--- src/rtl/dctq_pkg.sv ---
// Shared types and codes of the delayed callback timer queue.
// No dependencies; used by the top level and by dctq_eval.
package dctq_pkg;

    // Command codes on the request channel.
    localparam logic [1:0] CMD_ADD    = 2'd0;
    localparam logic [1:0] CMD_REMOVE = 2'd1;
    localparam logic [1:0] CMD_TICK   = 2'd2;

    // Result codes.
    localparam logic [2:0] EV_QUEUED  = 3'd0;
    localparam logic [2:0] EV_FIRED   = 3'd1;
    localparam logic [2:0] EV_DUP     = 3'd2;
    localparam logic [2:0] EV_FULL    = 3'd3;
    localparam logic [2:0] EV_REMOVED = 3'd4;

    // At most this many expiries go out on one tick.
    localparam int unsigned MAX_FIRE = 16;
    // removed_count saturates here.
    localparam int unsigned RM_SAT   = 31;

    localparam logic signed [31:0] REM_MIN = 32'sh8000_0000;

    // One stored timer entry.
    typedef struct packed {
        logic [15:0]        handler;
        logic [31:0]        ctx;
        logic signed [31:0] remaining;
        logic               fresh;
    } slot_t;

    // Outcome of evaluating one entry against the current request.
    typedef struct packed {
        logic               key_match;
        logic               due;
        logic signed [31:0] remaining;
    } eval_t;

endpackage

--- src/rtl/delayed_callback_timer_queue_top.sv ---
// Delayed callback timer queue: top level with the slot walk sequencer.
// Depends on dctq_pkg, dctq_ram and dctq_eval.
//
// Usage:
//   Request channel (cmd_valid / cmd_stall) takes add, remove and tick beats.
//   Result channel (res_valid / res_stall) returns result beats; last marks
//   the final beat caused by one request. Add and remove always give one
//   beat; a tick gives one beat per fired timer, or none.
//   Timing: every request but an add with delay <= 0 walks the stored
//   entries through one RAM read port and one shared compare/countdown
//   unit. The final result beat is loaded once the walk ends (a duplicate add
//   stops at the matching entry), and the next request is taken in the
//   cycle after; a tick that fires nothing is done when its walk ends.
//   cmd_stall is high from acceptance until the last result beat of the
//   request has entered the output register. While the receiver holds
//   res_stall on a full output register, a tick walk holds at a due entry
//   while a fired beat is pending, and the closing beat and cmd_stall hold.
//   Reset empties the pool at once (entry count cleared) and drops any
//   pending result. A stalled result beat holds its value.
module delayed_callback_timer_queue_top #(
    parameter int SLOTS = 16
) (
    input  logic        clk,
    input  logic        rst_n,
    input  logic        cmd_valid,
    output logic        cmd_stall,
    input  logic [1:0]  cmd,
    input  logic [15:0] handler_id,
    input  logic [31:0] context_req,
    input  logic signed [31:0] delay,
    input  logic        ignore_context,
    input  logic [30:0] elapsed,
    output logic        res_valid,
    input  logic        res_stall,
    output logic [2:0]  event_res,
    output logic [15:0] fired_handler,
    output logic [31:0] fired_context,
    output logic [4:0]  removed_count,
    output logic        last
);
    import dctq_pkg::*;

    localparam int IDX_W = (SLOTS > 1) ? $clog2(SLOTS) : 1;
    localparam int CNT_W = $clog2(SLOTS + 1);
    localparam int RM_W  = (CNT_W > 5) ? CNT_W : 5;
    localparam int FIRE_W = $clog2(MAX_FIRE + 1);

    typedef enum logic [4:0] {
        S_IDLE  = 5'b00001,
        S_RD    = 5'b00010,
        S_EV    = 5'b00100,
        S_RESP  = 5'b01000,
        S_FLUSH = 5'b10000
    } state_t;

    state_t state_reg, state_next;

    logic [CNT_W-1:0]  cnt_reg, cnt_next;
    logic [CNT_W-1:0]  rd_idx_reg, rd_idx_next;
    logic [CNT_W-1:0]  wr_idx_reg, wr_idx_next;
    logic [CNT_W-1:0]  rm_reg, rm_next;
    logic [FIRE_W-1:0] fire_reg, fire_next;
    logic              pend_valid_reg, pend_valid_next;
    logic              res_valid_reg;

    // request held for the walk
    logic [1:0]         cmd_reg;
    logic [15:0]        h_reg;
    logic [31:0]        c_reg;
    logic signed [31:0] delay_reg;
    logic               ign_reg;
    logic [30:0]        el_reg;
    logic [2:0]         rsp_reg, rsp_next;

    // oldest fired timer not yet sent
    logic [15:0] pend_h_reg;
    logic [31:0] pend_c_reg;
    logic        pend_load;

    // output register payload
    logic [2:0]  ev_out_reg;
    logic [15:0] h_out_reg;
    logic [31:0] c_out_reg;
    logic [4:0]  rm_out_reg;
    logic        last_out_reg;

    logic        out_load;
    logic [2:0]  ev_out_next;
    logic [15:0] h_out_next;
    logic [31:0] c_out_next;
    logic [4:0]  rm_out_next;
    logic        last_out_next;

    logic        accept;
    logic        out_free;
    logic        ram_we;
    logic [IDX_W-1:0] ram_waddr;
    slot_t       ram_wdata;
    slot_t       ram_rdata;
    eval_t       ev;
    logic        eval_ign;
    logic [RM_W-1:0] rm_ext;
    logic [4:0]  rm_sat;

    assign accept    = cmd_valid && (state_reg == S_IDLE);
    assign cmd_stall = (state_reg != S_IDLE);
    assign out_free  = !res_valid_reg || !res_stall;
    assign eval_ign  = ign_reg && (cmd_reg == CMD_REMOVE);

    assign rm_ext = RM_W'(rm_reg);
    assign rm_sat = (rm_ext > RM_W'(RM_SAT)) ? 5'(RM_SAT) : rm_ext[4:0];

    dctq_ram #(
        .WIDTH ($bits(slot_t)),
        .DEPTH (SLOTS)
    ) u_slots (
        .clk   (clk),
        .we    (ram_we),
        .waddr (ram_waddr),
        .wdata (ram_wdata),
        .raddr (rd_idx_reg[IDX_W-1:0]),
        .rdata (ram_rdata)
    );

    dctq_eval u_eval (
        .slot           (ram_rdata),
        .handler_id     (h_reg),
        .context_req    (c_reg),
        .ignore_context (eval_ign),
        .elapsed        (el_reg),
        .result         (ev)
    );

    always_comb
    begin
        state_next      = state_reg;
        cnt_next        = cnt_reg;
        rd_idx_next     = rd_idx_reg;
        wr_idx_next     = wr_idx_reg;
        rm_next         = rm_reg;
        fire_next       = fire_reg;
        pend_valid_next = pend_valid_reg;
        rsp_next        = rsp_reg;
        pend_load       = 1'b0;
        ram_we          = 1'b0;
        ram_waddr       = wr_idx_reg[IDX_W-1:0];
        ram_wdata       = ram_rdata;
        out_load        = 1'b0;
        ev_out_next     = EV_FIRED;
        h_out_next      = pend_h_reg;
        c_out_next      = pend_c_reg;
        rm_out_next     = 5'd0;
        last_out_next   = 1'b0;

        case (state_reg)
            S_IDLE:
            begin
                if (cmd_valid)
                begin
                    rd_idx_next = '0;
                    wr_idx_next = '0;
                    rm_next     = '0;
                    fire_next   = '0;
                    case (cmd)
                        CMD_ADD:
                        begin
                            if (delay[31] || (delay == 32'sd0))
                            begin
                                rsp_next   = EV_FIRED;
                                state_next = S_RESP;
                            end
                            else
                            begin
                                state_next = S_RD;
                            end
                        end
                        CMD_REMOVE, CMD_TICK:
                        begin
                            state_next = S_RD;
                        end
                        default:
                        begin
                            state_next = S_IDLE;
                        end
                    endcase
                end
            end

            S_RD:
            begin
                if (rd_idx_reg == cnt_reg)
                begin
                    // walk done: close out the request
                    case (cmd_reg)
                        CMD_ADD:
                        begin
                            if (cnt_reg == CNT_W'(SLOTS))
                            begin
                                rsp_next = EV_FULL;
                            end
                            else
                            begin
                                ram_we              = 1'b1;
                                ram_waddr           = cnt_reg[IDX_W-1:0];
                                ram_wdata.handler   = h_reg;
                                ram_wdata.ctx       = c_reg;
                                ram_wdata.remaining = delay_reg;
                                ram_wdata.fresh     = 1'b1;
                                cnt_next            = cnt_reg + 1'b1;
                                rsp_next            = EV_QUEUED;
                            end
                            state_next = S_RESP;
                        end
                        CMD_REMOVE:
                        begin
                            cnt_next   = wr_idx_reg;
                            rsp_next   = EV_REMOVED;
                            state_next = S_RESP;
                        end
                        default:
                        begin
                            cnt_next   = wr_idx_reg;
                            state_next = pend_valid_reg ? S_FLUSH : S_IDLE;
                        end
                    endcase
                end
                else
                begin
                    state_next = S_EV;
                end
            end

            S_EV:
            begin
                case (cmd_reg)
                    CMD_ADD:
                    begin
                        if (ev.key_match)
                        begin
                            rsp_next   = EV_DUP;
                            state_next = S_RESP;
                        end
                        else
                        begin
                            rd_idx_next = rd_idx_reg + 1'b1;
                            state_next  = S_RD;
                        end
                    end
                    CMD_REMOVE:
                    begin
                        if (ev.key_match)
                        begin
                            rm_next = rm_reg + 1'b1;
                        end
                        else
                        begin
                            // compact: keep the entry at the write index
                            ram_we      = 1'b1;
                            wr_idx_next = wr_idx_reg + 1'b1;
                        end
                        rd_idx_next = rd_idx_reg + 1'b1;
                        state_next  = S_RD;
                    end
                    default:
                    begin
                        if (ev.due && (fire_reg < FIRE_W'(MAX_FIRE)))
                        begin
                            // hold while the earlier fired beat cannot move out
                            if (!pend_valid_reg || out_free)
                            begin
                                if (pend_valid_reg)
                                begin
                                    out_load = 1'b1;
                                end
                                pend_load       = 1'b1;
                                pend_valid_next = 1'b1;
                                fire_next       = fire_reg + 1'b1;
                                rd_idx_next     = rd_idx_reg + 1'b1;
                                state_next      = S_RD;
                            end
                        end
                        else
                        begin
                            ram_we              = 1'b1;
                            ram_wdata.remaining = ev.remaining;
                            ram_wdata.fresh     = 1'b0;
                            wr_idx_next         = wr_idx_reg + 1'b1;
                            rd_idx_next         = rd_idx_reg + 1'b1;
                            state_next          = S_RD;
                        end
                    end
                endcase
            end

            S_RESP:
            begin
                if (out_free)
                begin
                    out_load      = 1'b1;
                    ev_out_next   = rsp_reg;
                    h_out_next    = h_reg;
                    c_out_next    = c_reg;
                    rm_out_next   = rm_sat;
                    last_out_next = 1'b1;
                    state_next    = S_IDLE;
                end
            end

            S_FLUSH:
            begin
                if (out_free)
                begin
                    out_load        = 1'b1;
                    last_out_next   = 1'b1;
                    pend_valid_next = 1'b0;
                    state_next      = S_IDLE;
                end
            end

            default:
            begin
                state_next = S_IDLE;
            end
        endcase
    end

    always_ff @(posedge clk or negedge rst_n)
    begin
        if (!rst_n)
        begin
            state_reg      <= S_IDLE;
            cnt_reg        <= '0;
            rd_idx_reg     <= '0;
            wr_idx_reg     <= '0;
            rm_reg         <= '0;
            fire_reg       <= '0;
            pend_valid_reg <= 1'b0;
            rsp_reg        <= EV_QUEUED;
            res_valid_reg  <= 1'b0;
        end
        else
        begin
            state_reg      <= state_next;
            cnt_reg        <= cnt_next;
            rd_idx_reg     <= rd_idx_next;
            wr_idx_reg     <= wr_idx_next;
            rm_reg         <= rm_next;
            fire_reg       <= fire_next;
            pend_valid_reg <= pend_valid_next;
            rsp_reg        <= rsp_next;
            if (out_load)
            begin
                res_valid_reg <= 1'b1;
            end
            else if (!res_stall)
            begin
                res_valid_reg <= 1'b0;
            end
        end
    end

    always_ff @(posedge clk)
    begin
        if (accept)
        begin
            cmd_reg   <= cmd;
            h_reg     <= handler_id;
            c_reg     <= context_req;
            delay_reg <= delay;
            ign_reg   <= ignore_context;
            el_reg    <= elapsed;
        end
        if (pend_load)
        begin
            pend_h_reg <= ram_rdata.handler;
            pend_c_reg <= ram_rdata.ctx;
        end
        if (out_load)
        begin
            ev_out_reg   <= ev_out_next;
            h_out_reg    <= h_out_next;
            c_out_reg    <= c_out_next;
            rm_out_reg   <= rm_out_next;
            last_out_reg <= last_out_next;
        end
    end

    assign res_valid     = res_valid_reg;
    assign event_res     = ev_out_reg;
    assign fired_handler = h_out_reg;
    assign fired_context = c_out_reg;
    assign removed_count = rm_out_reg;
    assign last          = last_out_reg;

endmodule

--- src/rtl/dctq_ram.sv ---
// Generic simple dual-port RAM: one write port, one registered read port.
// No dependencies.
module dctq_ram #(
    parameter int WIDTH  = 8,
    parameter int DEPTH  = 16,
    parameter int ADDR_W = (DEPTH > 1) ? $clog2(DEPTH) : 1
) (
    input  logic              clk,
    input  logic              we,
    input  logic [ADDR_W-1:0] waddr,
    input  logic [WIDTH-1:0]  wdata,
    input  logic [ADDR_W-1:0] raddr,
    output logic [WIDTH-1:0]  rdata
);

    logic [WIDTH-1:0] mem [DEPTH];

    always_ff @(posedge clk)
    begin
        if (we)
        begin
            mem[waddr] <= wdata;
        end
        rdata <= mem[raddr];
    end

endmodule

--- src/rtl/dctq_eval.sv ---
// Shared per-entry unit: key compare and saturating countdown of one slot.
// Depends on dctq_pkg.
module dctq_eval (
    input  dctq_pkg::slot_t slot,
    input  logic [15:0]     handler_id,
    input  logic [31:0]     context_req,
    input  logic            ignore_context,
    input  logic [30:0]     elapsed,
    output dctq_pkg::eval_t result
);
    import dctq_pkg::*;

    logic signed [32:0] diff;
    logic signed [31:0] counted;

    always_comb
    begin
        diff = {slot.remaining[31], slot.remaining} - {2'b00, elapsed};
        // clamp at the most negative value
        if (diff[32] != diff[31])
        begin
            counted = REM_MIN;
        end
        else
        begin
            counted = diff[31:0];
        end

        result.key_match = (slot.handler == handler_id) &&
                           (ignore_context || (slot.ctx == context_req));
        // a fresh entry only loses its fresh mark on this tick
        result.remaining = slot.fresh ? slot.remaining : counted;
        result.due       = !slot.fresh && (counted[31] || (counted == 32'sd0));
    end

endmodule
--- config.mk ---
export PLATFORM = sky130hd
export DESIGN_NAME = delayed_callback_timer_queue_top
export DESIGN_NICKNAME = d
export VERILOG_FILES = /design/src/rtl/dctq_pkg.sv /design/src/rtl/delayed_callback_timer_queue_top.sv /design/src/rtl/dctq_ram.sv /design/src/rtl/dctq_eval.sv
export SDC_FILE = /design/constraint.sdc
export NUM_CORES = 1
export LEC_CHECK = 0
export BUFFER_PORTS_ARGS = -buffer_cell sky130_fd_sc_hd__buf_2
export CORE_MARGIN = 4
export CORE_UTILIZATION = 35
export CTS_CLUSTER_SIZE = 14
export DETAILED_ROUTE_END_ITERATION = 6
export SLEW_MARGIN = 20
export SYNTH_ARGS = -nofsm -noshare
export SYNTH_HDL_FRONTEND = slang
export SYNTH_SLANG_ARGS = --single-unit
export TNS_END_PERCENT = 10
--- constraint.sdc ---
create_clock -name clk -period 9.7 [get_ports clk]
set_input_delay 0.97 -clock clk [delete_from_list [all_inputs] [get_ports clk]]
set_output_delay 0.97 -clock clk [all_outputs]
set_load 0.05 [all_outputs]
# After elaboration in Yosys (flattened, before gate mapping)
# Memories as Yosys holds them, arrays and structs flattened. A register that Yosys moved wholly into a read port is not among the register bits.
# Cells that the tools add are included.
# word_totals
reg_bits	254
n_memories	1
wordCells	182
input_bits	118
out_inout_bits	59
ram_bits	1296
# classes
addsub	6
n_eq_ne	34
muxes	84
magnitude_cmp	2
reduce_logical	33
# mem_list
memory	words	word_bits	read_ports	rd_ports_with_merged_regs	write_ports	line_no	source
u_slots.mem	16	81	1	1	1	dctq_ram.sv:16	logic [WIDTH-1:0] mem [DEPTH];
# op_table
cell	n
81-bit 2-to-1 mux	3
32-bit 2-to-1 mux	4
5-bit 2-to-1 mux	21
5-bit case mux with 2 select lines	8
33-bit 2-to-1 mux	2
33-bit case mux with 2 select lines	1
32-bit zero test	2
48-bit 2-to-1 mux	1
32-bit by 32-bit subtractor with 33-bit output	1
32-bit equality test	1
16-bit 2-to-1 mux	2
5-bit by 1-bit adder with 5-bit output, second input constant	5
4-bit 2-to-1 mux	6
1-bit 2-to-1 mux	22
2-bit != test, second input constant	10
5-bit case mux with 4 select lines	1
3-bit 2-to-1 mux	6
16-bit equality test	1
5-bit AND reduction	3
5-bit equality test, second input constant	2
2-bit by 1-bit != test with 1-bit output, second input constant	5
3-bit != test, second input constant	3
3-bit case mux with 3 select lines	1
1-bit case mux with 2 select lines	4
other kinds (26)	44

# Logic depth before layout (Yosys ltp)
# Gate-level depths: netlist of the first run.
# logic_depth
ltp_word	12
depth_mapped	26

# Cells and area by module
# From an unflattened synthesis of the first run, not the netlist that was laid out.
# hier_totals
hier_cells	3198
area_unflattened_um2	63678.6
# by_module_without_submodules
mod	instances	area_each_um2	seq_area_each_um2	cells_each
dctq_ram	1	50056.8	40538.9	2078
delayed_callback_timer_queue_top	1	10705.3	7453.4	678
dctq_eval	1	2916.5	0.0	442

# Worst setup path before layout of the first run
# Ideal clock, no wire load.
# synth_path
path_kind	reg-to-reg
start	register el_reg[1]
end	memory u_slots.mem[6][0] (netlist name), enable pin
arrival_time_ps	7651
period_less_slack_ps	8181
stages_incl_launch_ff	24
setup_slack_ps	1519
setup_time_ps	530
cell_sequence	edfxtp_1 inv_1 ha_1 nor2b_1 o2111a_1 o211ai_1 and3_2 o31ai_1 a21oi_1 o21bai_1 a21oi_1 o21bai_1 a21oi_1 xnor2_1 ha_1 clkbuf_8 inv_1 and4_1 a31oi_1 and4bb_2 nand3b_1 o31a_1 a32o_1 nor2b_1
# synth_via
elab_chain_cells	12
# synth_lines
item	line_no	source
start, declared	delayed_callback_timer_queue_top.sv:72	logic [30:0] el_reg;
start signal, assigned	delayed_callback_timer_queue_top.sv:371	el_reg <= elapsed;
32-bit by 32-bit subtractor with 33-bit output *	dctq_eval.sv:18	diff = {slot.remaining[31], slot.remaining} - {2'b00, elapsed};
1-bit != test	dctq_eval.sv:20	if (diff[32] != diff[31])
32-bit 2-to-1 mux *	dctq_eval.sv:20	
32-bit zero test	dctq_eval.sv:33	result.due = !slot.fresh && (counted[31] || (counted == 32'sd0));
1-bit logical OR *	dctq_eval.sv:33	
1-bit logical AND *	dctq_eval.sv:33	
1-bit logical AND *	delayed_callback_timer_queue_top.sv:266	if (ev.due && (fire_reg < FIRE_W'(MAX_FIRE)))
1-bit 2-to-1 mux *	delayed_callback_timer_queue_top.sv:266	
1-bit case mux with 2 select lines *	delayed_callback_timer_queue_top.sv:235	case (cmd_reg)
1-bit case mux with 2 select lines *	delayed_callback_timer_queue_top.sv:155	case (state_reg)
1-bit 2-to-1 mux *	dctq_ram.sv:20	if (we)
1-bit 2-to-1 mux (not written as such) *	dctq_ram.sv:22	mem[waddr] <= wdata;
end, declared	dctq_ram.sv:16	
# Mark *: on every way between the ends. The rest lies on a longest branch, timed or not.

# Worst setup path in the final report of the first run
# layout_path
start	register el_reg[7]
end	memory u_slots.mem[15][74] (netlist name), enable pin
# The elaborated chain is that of the path after synthesis.

==> summary.txt, run 1 <==
Outcome
  – Status: finished clean

Layout
  – Most common cell after layout, fill and taps aside: edfxtp_1
  – Final instance area: 0.0735 mm^2
  – Max reg flops: 1296
  – Syn-to-layout area delta: 15.0%
  – Largest reg by FF count: u_slots.mem
  – Layout cells sized above 1: 0.265
  – Regs by FF count: u_slots.mem x1296, u_slots.rdata x81
  – Post-layout utilization of the core: 0.406
  – Most used cells in the layout excluding fill and tap cells: 1515 x edfxtp_1, 405 x mux4_2, 348 x nand2_1
  – Nets: 3660

Pwr
  – Gate power share: 0.105
  – Leak: 0.0235 uW
  – Net switching power: 4080 uW
  – Pwr Density: 223 mW/mm^2
  – Switch share: 0.249
  – Seq pwr share: 0.503
  – Int Pwr: 12300 uW
  – Peak VDD IR: 0.166 mV
  – Clock Power Share: 0.392

Clock tree
  – Hold buffer count at cts: 0
  – Worst-path clk slew: 0.06 ns
  – CTS Sinks: 1631
  – H-tree levels: 4
  – Worst skew pair latency: 0.81 ns
  – Clk buf depth: 3
  – Root buf cell: clkbuf_16
  – Postcts setup bufs: 0
  – CTS tree: yes
  – CTS buffer count: 169
  – Post-CTS resize count: 0

Detailed routing
  – Via density: 5.31
  – Aggregate routed wire length: 160 mm
  – DR pass1 iterations: 5
  – Post-route antenna net violation count: 0
  – Post-route DRC violation count: 0
  – Via count: 32000
  – DR iter-0 viols: 3017
  – Wire per inst: 26.6 um

Worst setup path
  – Worst setup path start: el_reg[7]
  – Top cell by count, worst path: a21oi_1
  – CP Buf/Inv Count: 3
  – Reg-to-Reg Start: el_reg[7]
  – Critical path's top delay family: compound AO/OA/AOI/OAI gates
  – CP Max Fanout: 27
  – CP Launch Type: register
  – Critical path required time: 10.11 ns
  – Worst path cell trace: inv_1 -> ha_1 -> nand4_1 -> nor2_1 -> o211ai_1 -> and3_2 -> o31ai_1 -> a21oi_1 -> o21bai_1 -> a21oi_1 -> o21bai_1 -> a21oi_1 -> xnor2_1 -> ha_1 -> inv_1 -> and4_1 -> a31oi_1 -> and4bb_2 -> nand3b_1 -> o31a_1 -> a31oi_2 -> nor2_4 -> buf_4
  – CP max stage delay: 0.79 ns
  – Crit path DAT: 7.90 ns
  – Setup CP Type: register to register
  – Crit-path slowest cell: nor2_4
  – Worst R2R Setup Slack: 2.21 ns
  – CP Capture Type: register
  – Worst-case reg-to-reg path depth: 23
  – RR Endpoint: u_slots.mem[15][74]

Flow run
  – Max Cap Viol: 0

Synth
  – Mapped Nets: 3396
  – Async SR Flop Fraction: 0.0215
  – Ys Warns: 0
  – Synth Register Bits: 1631
  – Synthesized instance count: 3236
  – Register area share after synthesis: 0.751
  – Synth unique cells: 94
  – Average size of a mapped cell: 19.8 um^2
  – Top_reg_cell synth: edfxtp_1
  – Cell area after synthesis: 0.0639 mm^2
  – EDFF count, synth: 1515

Timing
  – Period utilization: 0.772
  – Clock skew: 0.0465 ns
  – Fin. max-slew vios: 0
  – Slew @ Worst Pin: 1.14 ns
  – Relative slew slack: 0.241
  – Period minus WS final: 7.49 ns
  – Unrepaired setup endpoints after global routing: no
  – FMAX: 134 MHz
  – Final setup vio count: 0
  – Final Hold Vio Count: 0
  – Setup TNS Final: 0 ns

Min path
  – Type of the worst min-delay path: input pin to asynchronous set/reset pin

GRT
  – Largest net degree at the start of global routing: 111
  – Vias in the first global route: 32700
  – Initial antenna violation count: 4
  – GRT Util Overall: 0.167
  – First-pass GRT wire length: 234 mm
  – Gr ovfl total: 0

Floorplan
  – DIE AREA: 0.190 mm^2
  – Rows: 156
  – I/O Pins: 177
  – Core area: 0.181 mm^2
  – Die width: 435 um
  – Initial Util: 0.353
  – Chip height: 435 um

Place
  – Port Buffers: 176
  – Post-DP HPWL: 96.5 mm
  – RD Place Congestion: 0.861
  – Area post-placement: 0.0679 mm^2
==> worst register-to-register path, stage by stage (launching register included) <==
cell and delay [ns]:
edfxtp_1 0.32, inv_1 0.04, ha_1 0.51, nand4_1 0.25, nor2_1 0.17, o211ai_1 0.12, and3_2 0.26, o31ai_1 0.36
a21oi_1 0.17, o21bai_1 0.16, a21oi_1 0.11, o21bai_1 0.15, a21oi_1 0.09, xnor2_1 0.13, ha_1 0.65, inv_1 0.43
and4_1 0.26, a31oi_1 0.06, and4bb_2 0.28, nand3b_1 0.16, o31a_1 0.64, a31oi_2 0.37, nor2_4 0.79, buf_4 0.61
==> cell type report <==
type                            count  area (um^2)
Fill cell                       15900       108000
Tap cell                         2370         2970
Clock inverter                     84          811
Clock buffer                      233         4720
Timing Repair Buffer              249         1590
Sequential cell                  1631        48000
Multi-Input combinational cell   1388        15200
Antenna cell                        2         5.00
Inverter                           61          234
==> synth_stat cells, drive strengths merged (4+ instances only) <==
| cell | instances | area, um^2 |
|---|---|---|
| a211o | 5 | 43.8 |
| a211oi | 15 | 118 |
| a21boi | 5 | 37.5 |
| a21o | 11 | 86.3 |
| a21oi | 60 | 308 |
| a221o | 27 | 272 |
| a31oi | 9 | 68.8 |
| a32oi | 4 | 42.6 |
| and2 | 26 | 163 |
| and3 | 11 | 71.3 |
| buf | 46 | 251 |
| clkbuf | 110 | 447 |
| dfrtp | 34 | 851 |
| dfxtp | 81 | 1620 |
| edfxtp | 1515 | 45500 |
| ha | 41 | 513 |
| inv | 61 | 229 |
| mux2i | 9 | 90.1 |
| mux4 | 405 | 9120 |
| nand2 | 348 | 1310 |
| nand2b | 7 | 43.8 |
| nand3 | 31 | 155 |
| nand4 | 29 | 181 |
| nand4b | 4 | 35.0 |
| nor2 | 57 | 214 |
| nor2b | 13 | 91.3 |
| nor3 | 36 | 185 |
| nor4 | 18 | 128 |
| o211ai | 9 | 67.6 |
| o21a | 10 | 75.1 |
| o21ai | 46 | 230 |
| o21bai | 7 | 52.6 |
| o22ai | 5 | 31.3 |
| o31a | 4 | 36.3 |
| or3 | 11 | 76.3 |
| xnor2 | 28 | 245 |
| xor2 | 44 | 385 |
==> per-layer routing <==
layer,up-vias,track usage,wire length (um)
met2,1031,0.277,79400
li1,13700,-,-
met1,17000,0.229,68100
met5,-,0,21
met4,4,0.0448,3690
met3,190,0.0290,8870
==> through the flow <==
| step | hold slack [ns] | total power (uW) | std cells | worst slack (ns) |
|---|---|---|---|---|
| final | 0.279 | 16400 | 6018 | 2.21 |
| after global routing | 0.287 | 17000 | 6016 | 1.75 |
| after CTS | 0.258 | 16600 | 6015 | 2.29 |
| after detailed placement | 0.464 | 10100 | 5698 | 2.32 |
| after global placement | 0.456 | 10100 | 5696 | 2.22 |
| after floorplan | 0.440 | 9530 | 3236 | 1.52 |
==> power by group through the flow <==
| stage | combinational [uW] | sequential, uW | clock, uW |
|---|---|---|---|
| 2_1_floorplan | 1190 | 8340 | 0 |
| 3_3_place_gp | 1720 | 8410 | 0 |
| 3_5_place_dp | 1730 | 8410 | 0 |
| 4_1_cts | 1740 | 8260 | 6580 |
| 5_1_grt | 1880 | 8280 | 6890 |
| 6_report | 1730 | 8260 | 6440 |
==> worst max path at each step <==
stage	endpoint	slack [ns]	cells past startpoint
2_1_floorplan	u_slots.mem[6][0]	1.52	23
3_3_place_gp	u_slots.mem[11][55]	2.22	23
3_5_place_dp	u_slots.mem[6][54]	2.32	22
4_1_cts	u_slots.mem[6][65]	2.29	23
5_1_grt	u_slots.mem[15][74]	1.75	23
6_report	u_slots.mem[15][74]	2.21	23
==> logic make-up after synthesis <==
group           share of synthesized area
compound gates                     0.0284
buf+inv                            0.0145
flops                               0.751
mux                                 0.144
simple gates                       0.0437
fa+ha+maj                         0.00834
xor+xnor                          0.00987
No activity file was read; power rests on OpenSTA's default activity.
==> run 2, diff against run 1 <==
==> constraint.sdc (replaced) <==
create_clock -name clk -period 7.28 [get_ports clk]
set_input_delay 0.728 -clock clk [delete_from_list [all_inputs] [get_ports clk]]
set_output_delay 0.728 -clock clk [all_outputs]
set_load 0.05 [all_outputs]
==> run 2 against run 1 <==
Worst hold slack worse by 0.19 ns; clock power up 34%; first-iteration DRC count up 6.9%; sequential share of layout area shrank 0.19 points; register-to-register slack worse by 1.6 ns; critical path depth is 1 higher; final cell count about the same; via count hardly changed; largest power group unchanged.
==> summary.txt, run 2 (synthesis gave the netlist of run 1 again) <==
Floorplan
  – Core area: 0.181 mm^2 (unchanged)
  – Rows: 156 (unchanged)
  – Chip height: 435 um (unchanged)
  – Initial Util: 0.353 (unchanged)
  – DIE AREA: 0.190 mm^2 (unchanged)
  – I/O Pins: 177 (unchanged)
  – Die width: 435 um (unchanged)

Timing
  – Final setup vio count: 0 (unchanged)
  – Hold WS: 0.0842 ns (-0.194 ns)
  – Relative slew slack: 0.238 (-0.00290)
  – Slew @ Worst Pin: 1.13 ns (-0.00761 ns)
  – Period utilization: 0.909 (+0.137)
  – Clock skew: 0.0396 ns (-0.00686 ns)
  – FMAX: 151 MHz (+13%)
  – Fin. max-slew vios: 0 (unchanged)
  – Unrepaired setup endpoints after global routing: no
  – Final Hold Vio Count: 0 (unchanged)
  – Setup TNS Final: 0 ns (unchanged)
  – Period minus WS final: 6.62 ns (-0.869 ns)

Place
  – RD Place Congestion: 0.870 (+1.0%)
  – Post-DP HPWL: 92.8 mm (-3.9%)
  – Area post-placement: 0.0681 mm^2 (+0.23%)
  – Port Buffers: 176 (unchanged)

Worst setup path
  – Critical path required time: 7.71 ns (-2.40 ns)
  – CP Max Fanout: 44 (+63%)
  – Setup CP Type: register to register
  – CP Capture Type: register
  – Crit path DAT: 7.05 ns (-0.85 ns)
  – CP Launch Type: register

Pwr
  – Leak: 0.0235 uW (+0.15%)
  – Pwr Density: 298 mW/mm^2 (+33%)
  – Peak VDD IR: 0.222 mV (+34%)

Clock tree
  – CTS buffer count: 169 (unchanged)
  – CTS tree: yes
  – Worst-path clk slew: 0.06 ns (about the same)
  – Clk buf depth: 3 (unchanged)
  – CTS Sinks: 1631 (unchanged)
  – Worst skew pair latency: 0.82 ns (about the same)
  – Root buf cell: clkbuf_16
  – H-tree levels: 4 (unchanged)

Layout
  – Final instance area: 0.0737 mm^2 (+0.29%)
  – Max reg flops: 1296 (unchanged)
  – Most common cell after layout, fill and taps aside: edfxtp_1
  – Regs by FF count: u_slots.mem x1296, u_slots.rdata x81
  – Largest reg by FF count: u_slots.mem
  – Layout cells sized above 1: 0.264 (-0.00199)
  – Filler Cells Inserted: 15900 (-0.23%)
  – Nets: 3662 (+0.055%)
  – # diodes: 0 (-2)
  – Syn-to-layout area delta: 15.3%
  – Most used cells in the layout excluding fill and tap cells: 1515 x edfxtp_1, 405 x mux4_2, 348 x nand2_1

GRT
  – Gr ovfl total: 0 (unchanged)
  – Vias in the first global route: 32700 (+0.14%)
  – GRT Util Overall: 0.166 (-0.00161)
  – Initial antenna violation count: 4 (unchanged)
  – Largest net degree at the start of global routing: 133 (+20%)
  – First-pass GRT wire length: 231 mm (-1.0%)

Detailed routing
  – Aggregate routed wire length: 159 mm (-0.95%)
  – DR pass1 iterations: 6 (+1)
  – Wire per inst: 26.3 um (-0.93%)
  – Post-route antenna net violation count: 0 (unchanged)
  – Via count: 31900 (-0.084%)
  – DR iter-0 viols: 3225 (+6.9%)
  – Post-route DRC violation count: 0 (unchanged)
  – Via density: 5.31 (about the same)

Flow run
  – Max Cap Viol: 0 (unchanged)

Outcome
  – Status: finished clean

Min path
  – Type of the worst min-delay path: input pin to register
-- run 2: cell count changes in the layout (fill, tap and decap cells not counted), moves of 8 or more --
cell,change
buf_12,+13
clkinv_2,-10
buf_4,-13
clkinv_1,+8
clkbuf_8,-9
-- run 2: path summary, 6_finish.rpt --
check	startpoint	to	slack (ns)	depth (start not counted)
max in group asynchronous	rst_n	rd_idx_reg[0]	5.92	2
min in group asynchronous	rst_n	rm_ext[0]	0.68	2
worst min-delay path	context_req[10]	c_reg[10]	0.08	1
worst max register to register	el_reg[7]	u_slots.mem[4][28]	0.66	24
worst min register to register	u_slots.rdata[59]	pend_c_reg[26]	0.47	0
worst max-delay path	el_reg[7]	u_slots.mem[4][28]	0.66	24
-- run 2: routing by layer --
| metal | vias up | routed length, um | global-route usage | part of all wire |
|---|---|---|---|---|
| met5 | - | 24 | 0 | 0.00015 |
| met4 | 4 | 3960 | 0.0455 | 0.025 |
| met3 | 223 | 8930 | 0.0299 | 0.056 |
| met2 | 987 | 77500 | 0.272 | 0.49 |
| met1 | 17000 | 68200 | 0.228 | 0.43 |
| li1 | 13700 | - | - | - |
-- run 2: power breakdown --
part / total [uW] / internal, uW / switching [uW]
Sequential: 11000 / 10700 / 269
Combinational: 2310 / 782 / 1530
Clock: 8610 / 5000 / 3620
-- run 2: area by class of cell --
cell class	count	area (um^2)	area share
Clock buffer	226	4630	0.0628
Clock inverter	90	937	0.0127
Inverter	61	234	0.00317
Multi-Input combinational cell	1388	15200	0.206
Sequential cell	1631	48000	0.651
Tap cell	2370	2970	0.0402
Timing Repair Buffer	251	1770	0.0240
-- run 2: what timing repair did --
item | 4_1_cts | 5_1_grt
endpoints found under the hold margin | 7 | 0
buffers inserted | 0 | 0
setup endpoints to repair | 0 | 271
resized for setup | 0 | 4
hold buffers | 1 | 0
-- run 2: worst max-delay path: stages, from the launching register on --
cell	delay [ns]
edfxtp_1	0.33
inv_1	0.05
ha_1	0.51
nand4_1	0.24
nor2_1	0.18
o211ai_1	0.10
and3_2	0.25
o31ai_1	0.35
a21oi_1	0.16
o21bai_1	0.16
a21oi_1	0.11
o21bai_1	0.15
a21oi_1	0.10
xnor2_1	0.14
ha_2	0.52
inv_1	0.25
and4_1	0.21
a31oi_1	0.22
and4bb_2	0.30
nand3b_1	0.24
o31a_1	0.43
buf_4	0.21
a32oi_2	0.51
nor2_4	0.07
buf_4	0.41
-- run 2: through the flow --
stage,worst slack [ns],utilization,total power (uW),std cells
floorplan,-0.901,-,12700,3236
global placement,0.621,0.376,13500,5696
detailed placement,0.510,0.376,13500,5697
CTS,0.459,0.407,22200,6014
global route,0.191,0.407,22700,6017
finish,0.663,0.407,21900,6017
